--- src/ksmh_pkg.sv ---
package ksmh_pkg;

  localparam int MAX_ENTRIES_DEF = 64;
  localparam int K_W             = 7;
  localparam int DATA_W          = 32;
  localparam logic [K_W-1:0] K_RESET = 7'd64;

  typedef struct packed {
    logic cap;
    logic append;
    logic reject;
    logic sift_init;
    logic heap_ld;
    logic heap_get;
    logic sift_move;
    logic sift_end;
  } ksmh_cmd_t;

  typedef struct packed {
    logic fill_lt_k;
    logic fill_last;
    logic heap_start;
    logic gt_root;
    logic move;
    logic heap_more;
  } ksmh_stat_t;

endpackage

--- src/ksmh_ctrl.sv ---
module ksmh_ctrl import ksmh_pkg::*; (
  input  logic       clk,
  input  logic       rst_n,
  input  logic       start,
  input  ksmh_stat_t stat,
  output ksmh_cmd_t  cmd,
  output logic       busy,
  output logic       out_valid
);

  typedef enum logic [2:0] {
    S_IDLE,
    S_DECIDE,
    S_HEAP_LD,
    S_HEAP_GET,
    S_SIFT_RD,
    S_SIFT_CMP,
    S_DONE
  } state_t;

  state_t state_r, state_nxt;

  always_comb begin
    cmd       = '0;
    state_nxt = state_r;
    case (state_r)
      S_IDLE: begin
        if (start) begin
          cmd.cap   = 1'b1;
          state_nxt = S_DECIDE;
        end
      end
      S_DECIDE: begin
        if (stat.fill_lt_k) begin
          cmd.append = 1'b1;
          if (stat.fill_last && stat.heap_start) begin
            state_nxt = S_HEAP_LD;
          end else begin
            state_nxt = S_DONE;
          end
        end else if (stat.gt_root) begin
          cmd.reject = 1'b1;
          state_nxt  = S_DONE;
        end else begin
          cmd.sift_init = 1'b1;
          state_nxt     = S_SIFT_RD;
        end
      end
      S_HEAP_LD: begin
        cmd.heap_ld = 1'b1;
        state_nxt   = S_HEAP_GET;
      end
      S_HEAP_GET: begin
        cmd.heap_get = 1'b1;
        state_nxt    = S_SIFT_RD;
      end
      S_SIFT_RD: begin
        state_nxt = S_SIFT_CMP;
      end
      S_SIFT_CMP: begin
        if (stat.move) begin
          cmd.sift_move = 1'b1;
          state_nxt     = S_SIFT_RD;
        end else begin
          cmd.sift_end = 1'b1;
          state_nxt    = stat.heap_more ? S_HEAP_LD : S_DONE;
        end
      end
      S_DONE: begin
        state_nxt = S_IDLE;
      end
      default: begin
        state_nxt = S_IDLE;
      end
    endcase
  end

  always_ff @(posedge clk) begin
    if (!rst_n) begin
      state_r <= S_IDLE;
    end else begin
      state_r <= state_nxt;
    end
  end

  assign busy      = (state_r != S_IDLE);
  assign out_valid = (state_r == S_DONE);

endmodule

--- config.mk ---
export PLATFORM = sky130hd
export DESIGN_NAME = ksmh_ctrl
export DESIGN_NICKNAME = d
export VERILOG_FILES = /design/src/ksmh_pkg.sv /design/src/ksmh_ctrl.sv
export SDC_FILE = /design/constraint.sdc
export NUM_CORES = 1
export LEC_CHECK = 0
export BUFFER_PORTS_ARGS = -buffer_cell sky130_fd_sc_hd__buf_2
export CAP_MARGIN = 20
export CORE_AREA = 2 2 39 41
export DETAILED_ROUTE_END_ITERATION = 10
export DIE_AREA = 0 0 41 43
export PLACE_DENSITY = 0.46
export REMOVE_ABC_BUFFERS = 1
export SYNTH_ARGS = -nofsm -noshare
export SYNTH_HDL_FRONTEND = slang
export SYNTH_SLANG_ARGS = --single-unit
--- constraint.sdc ---
create_clock -name clk -period 1.2 [get_ports clk]
set_input_delay 0.24 -clock clk [delete_from_list [all_inputs] [get_ports clk]]
set_output_delay 0.24 -clock clk [all_outputs]
set_load 0.01 [all_outputs]
# Yosys cells after proc, flatten, opt, wreduce, memory -nomap -nowiden
# Cells that the tools add are included.
totals:
  ff_bits: 3
  output_inout_bits: 10
op_classes:
  eq_ne: 7
  n_mux: 19
  n_reduce_logical: 3
op_table:
  columns: ["op", "count"]
  rows:
  - ["$mux 3", 6]
  - ["$pmux 3 s6", 1]
  - ["$eq 3x3->1 const B", 3]
  - ["$mux 1", 9]
  - ["$eq 3x2->1 const B", 2]
  - ["$mux 2", 3]
  - ["$eq 3x1->1 const B", 1]
  - ["$logic_not 3->1", 1]
  - ["$reduce_bool 3->1", 1]
  - ["$ne 2x2->1 const B", 1]
  - ["$logic_and 1x1->1", 1]

# Logic depth before layout (Yosys ltp)
depth:
  word_depth: 4
  mapped_depth: 3
  mapped_depth_nobuf: 3

# Least setup slack after synthesis
# No wires, ideal clock.
synth_path:
  path_type: "register to output"
  from: "reg state_r[0]"
  to: "out cmd[5] (netlist bit)"
  stages_incl_launch_ff: 3
  arrival_time_ps: 1003
  required_time_ps: 960
  slack_ps: -43
  cell_sequence: "dfxtp_1 nand2b_1 nor4b_1"
synth_lines:
  columns: ["element", "line", "text"]
  rows:
  - ["from (decl)", "ksmh_ctrl.sv:21", "state_t state_r, state_nxt;"]
  - ["from (signal assigned)", "ksmh_ctrl.sv:82", "state_r <= state_nxt;"]
  - ["to (decl)", "ksmh_ctrl.sv:6", "output ksmh_cmd_t cmd,"]

==> results.json <==
{
  "status": "finished, violations left",
  "violations": "setup timing",
  "die_h_um": 43,
  "synth_edf_count": 0,
  "p_leak_nw": 0.232,
  "syn-cell-area_um2": 216,
  "cts-htree-levels": 1,
  "seq_area_um2": 71.3,
  "finalInstanceArea_um2": 499,
  "dp_hpwl_um": 557,
  "worstSkewPairLatency_ns": 0.23,
  "final_cells": 72,
  "ys.flop_type": "dfxtp_1",
  "multiInputGateArea_um2": 218,
  "placed_cell_area_um2": 342,
  "final_nets": 66,
  "portBuffers": 18,
  "yosysMostFrequentCell": "nor2_1",
  "critPathTopFamily": "simple AND/OR/NAND/NOR gates",
  "cp_max_fo": 4,
  "diodes": 0,
  "synth_area_per_cell_um2": 7.73,
  "critical-path-max-stage-delay_ns": 0.39,
  "cts_buffers": 3,
  "grt_usage_pct": 10.3,
  "synth_seq_cells": 3,
  "regMostFlops": "state_r",
  "synth_area_leader_cell": "dfxtp_1",
  "final_core_util_pct": 36.1,
  "gp_congestion": 0.741,
  "largest_reg_flops": 3,
  "core_um2": 1380,
  "overflow": 0,
  "synth_area_leaders": "dfxtp_1 28%, nor2_1 8.7%, nor3b_1 6.9%",
  "drt_pre_antenna_iters": 2,
  "cts.sinks": 3,
  "cts_buffer_depth": 2,
  "cts_tree": "yes",
  "via_per_inst": 4.42,
  "crit_chain": "or3_4, nor2_1, buf_2",
  "clkTransAtPathRegs_ns": 0.04,
  "critPathCaptureType": "primary output",
  "core.rowCount": 14,
  "finalHoldViolations": 0,
  "seq_area_frac_synth_pct": 27.7,
  "yosysTopAreaCellShare_pct": 27.7,
  "routed-via-count": 318,
  "timing.fmax_mhz": 699,
  "drc": 0,
  "die-area_um2": 1760,
  "initial_core_util_pct": 15.6,
  "maxSlewHeadroom_pct": 85.6,
  "drt_iter0_drc": 3,
  "period_share_pct": 119,
  "fin_tns_setup_ns": -1.63,
  "cts_root_buf": "clkbuf_4",
  "start_kind": "flop",
  "synth_common_cells": "5 x nor2_1, 3 x dfxtp_1, 3 x nand2_1",
  "worst_path_max_delay_cell": "or3_4",
  "fin_crit_ns": 1.43,
  "wire_per_inst_um": 11.8,
  "dp.cells": 64,
  "p_total_mw": 0.536,
  "required_ns": 0.96,
  "grt_pass1_vias": 279,
  "antenna_found_initial": 0,
  "critPathArrivalTime_ns": 1.19,
  "grt_first_pass_wirelength_mm": 1.13,
  "syn_to_final_growth_pct": 131,
  "critPathKind": "flop to primary output",
  "setup_viol": 13,
  "hp-class": "primary input to flop",
  "skew_ns": 0.00382,
  "reg_top3": "state_r x3",
  "layout_setup_ws_ns": -0.231,
  "yosysWarnings": 0,
  "power_density_nw_per_um2": 1070,
  "io_pins": 19,
  "vdd_drop_max_mv": 0.393,
  "drive_gt1_share_pct": 69.6,
  "die_w_um": 41,
  "synth_cells": 28,
  "rsz0062_at_grt": "yes",
  "max-cap-violations": 0,
  "ys_async_sr_fraction_pct": 0,
  "ant_nets": 0,
  "grt_max_degree": 9,
  "synth.distinct_cells": 18,
  "routed_wl_um": 847,
  "worst_slew_pin_slew_ns": 0.216,
  "slew_violations": 0,
  "crit_buf_inv": 1,
  "num-fill-cells": 148
}
## stage by stage
step,setup slack (ns),hold slack [ns]
global placement,-0.00777,0.521
detailed placement,-0.0832,0.525
CTS,-0.230,0.258
global route,-0.279,0.278
finish,-0.231,0.277
floorplan,-0.0433,0.382
## worst register-to-register path, stage by stage, from the launching register on
cell,delay [ns]
dfxtp_4,0.35
or3_4,0.39
buf_4,0.15
o211ai_4,0.20
nor2_1,0.07
## worst paths after layout
check	from	endpoint	slack, ns	cells past startpoint
setup / recovery	state_r[0]$_SDFFE_PN0P_	cmd[7]	-0.23	3
hold / removal	rst_n	state_r[0]$_SDFFE_PN0P_	0.28	3
setup reg to reg	state_r[0]$_SDFFE_PN0P_	state_r[1]$_SDFFE_PN0P_	-0.08	4
hold reg to reg	state_r[1]$_SDFFE_PN0P_	state_r[2]$_SDFFE_PN0P_	0.62	3
## cell type report
cell class	count	area share, %
clock buffer	4	5.26
inverter	2	1.50
sequential	3	14.3
multi-input combinational	23	43.6
tap	16	4.01
timing repair buffer	24	31.3
## where the power goes
group	switching, mW	internal, mW	leakage (nW)
registers	0.0245	0.113	0.0267
logic	0.0980	0.124	0.190
clock network	0.0516	0.125	0.0150
## timing repair
item                       4_1_cts  5_1_grt
hold buffers                     0        0
buffers inserted                 2        2
gates resized for setup         12       11
setup endpoints to repair       10       13
pin swaps                        1        6
## cells in the final DEF (no fill, tap or decap), drive strengths merged
cell type	n
nor3b	2
nor4	1
nand3b	1
and3b	1
a21oi	1
nor2	5
nor4b	1
nand2	3
dfxtp	3
buf	24
o211ai	1
or3	2
nand2b	1
a41o	1
a41oi	1
clkbuf	4
and3	1
nor2b	1
inv	2
## cells by family after synthesis
logic type	share of synthesized area (%)
compound gates	16.8
buf+inv	3.47
flops	27.7
simple gates	52.0
## per-layer routing
metal	share of wire (%)	GRT usage, %	wire length [um]
met1	36	9.68	309
met3	5.9	6.28	50
met2	57	15.9	486
met4	0	6.00	0
met5	0	0	0
(Power assumes the default switching activity.)
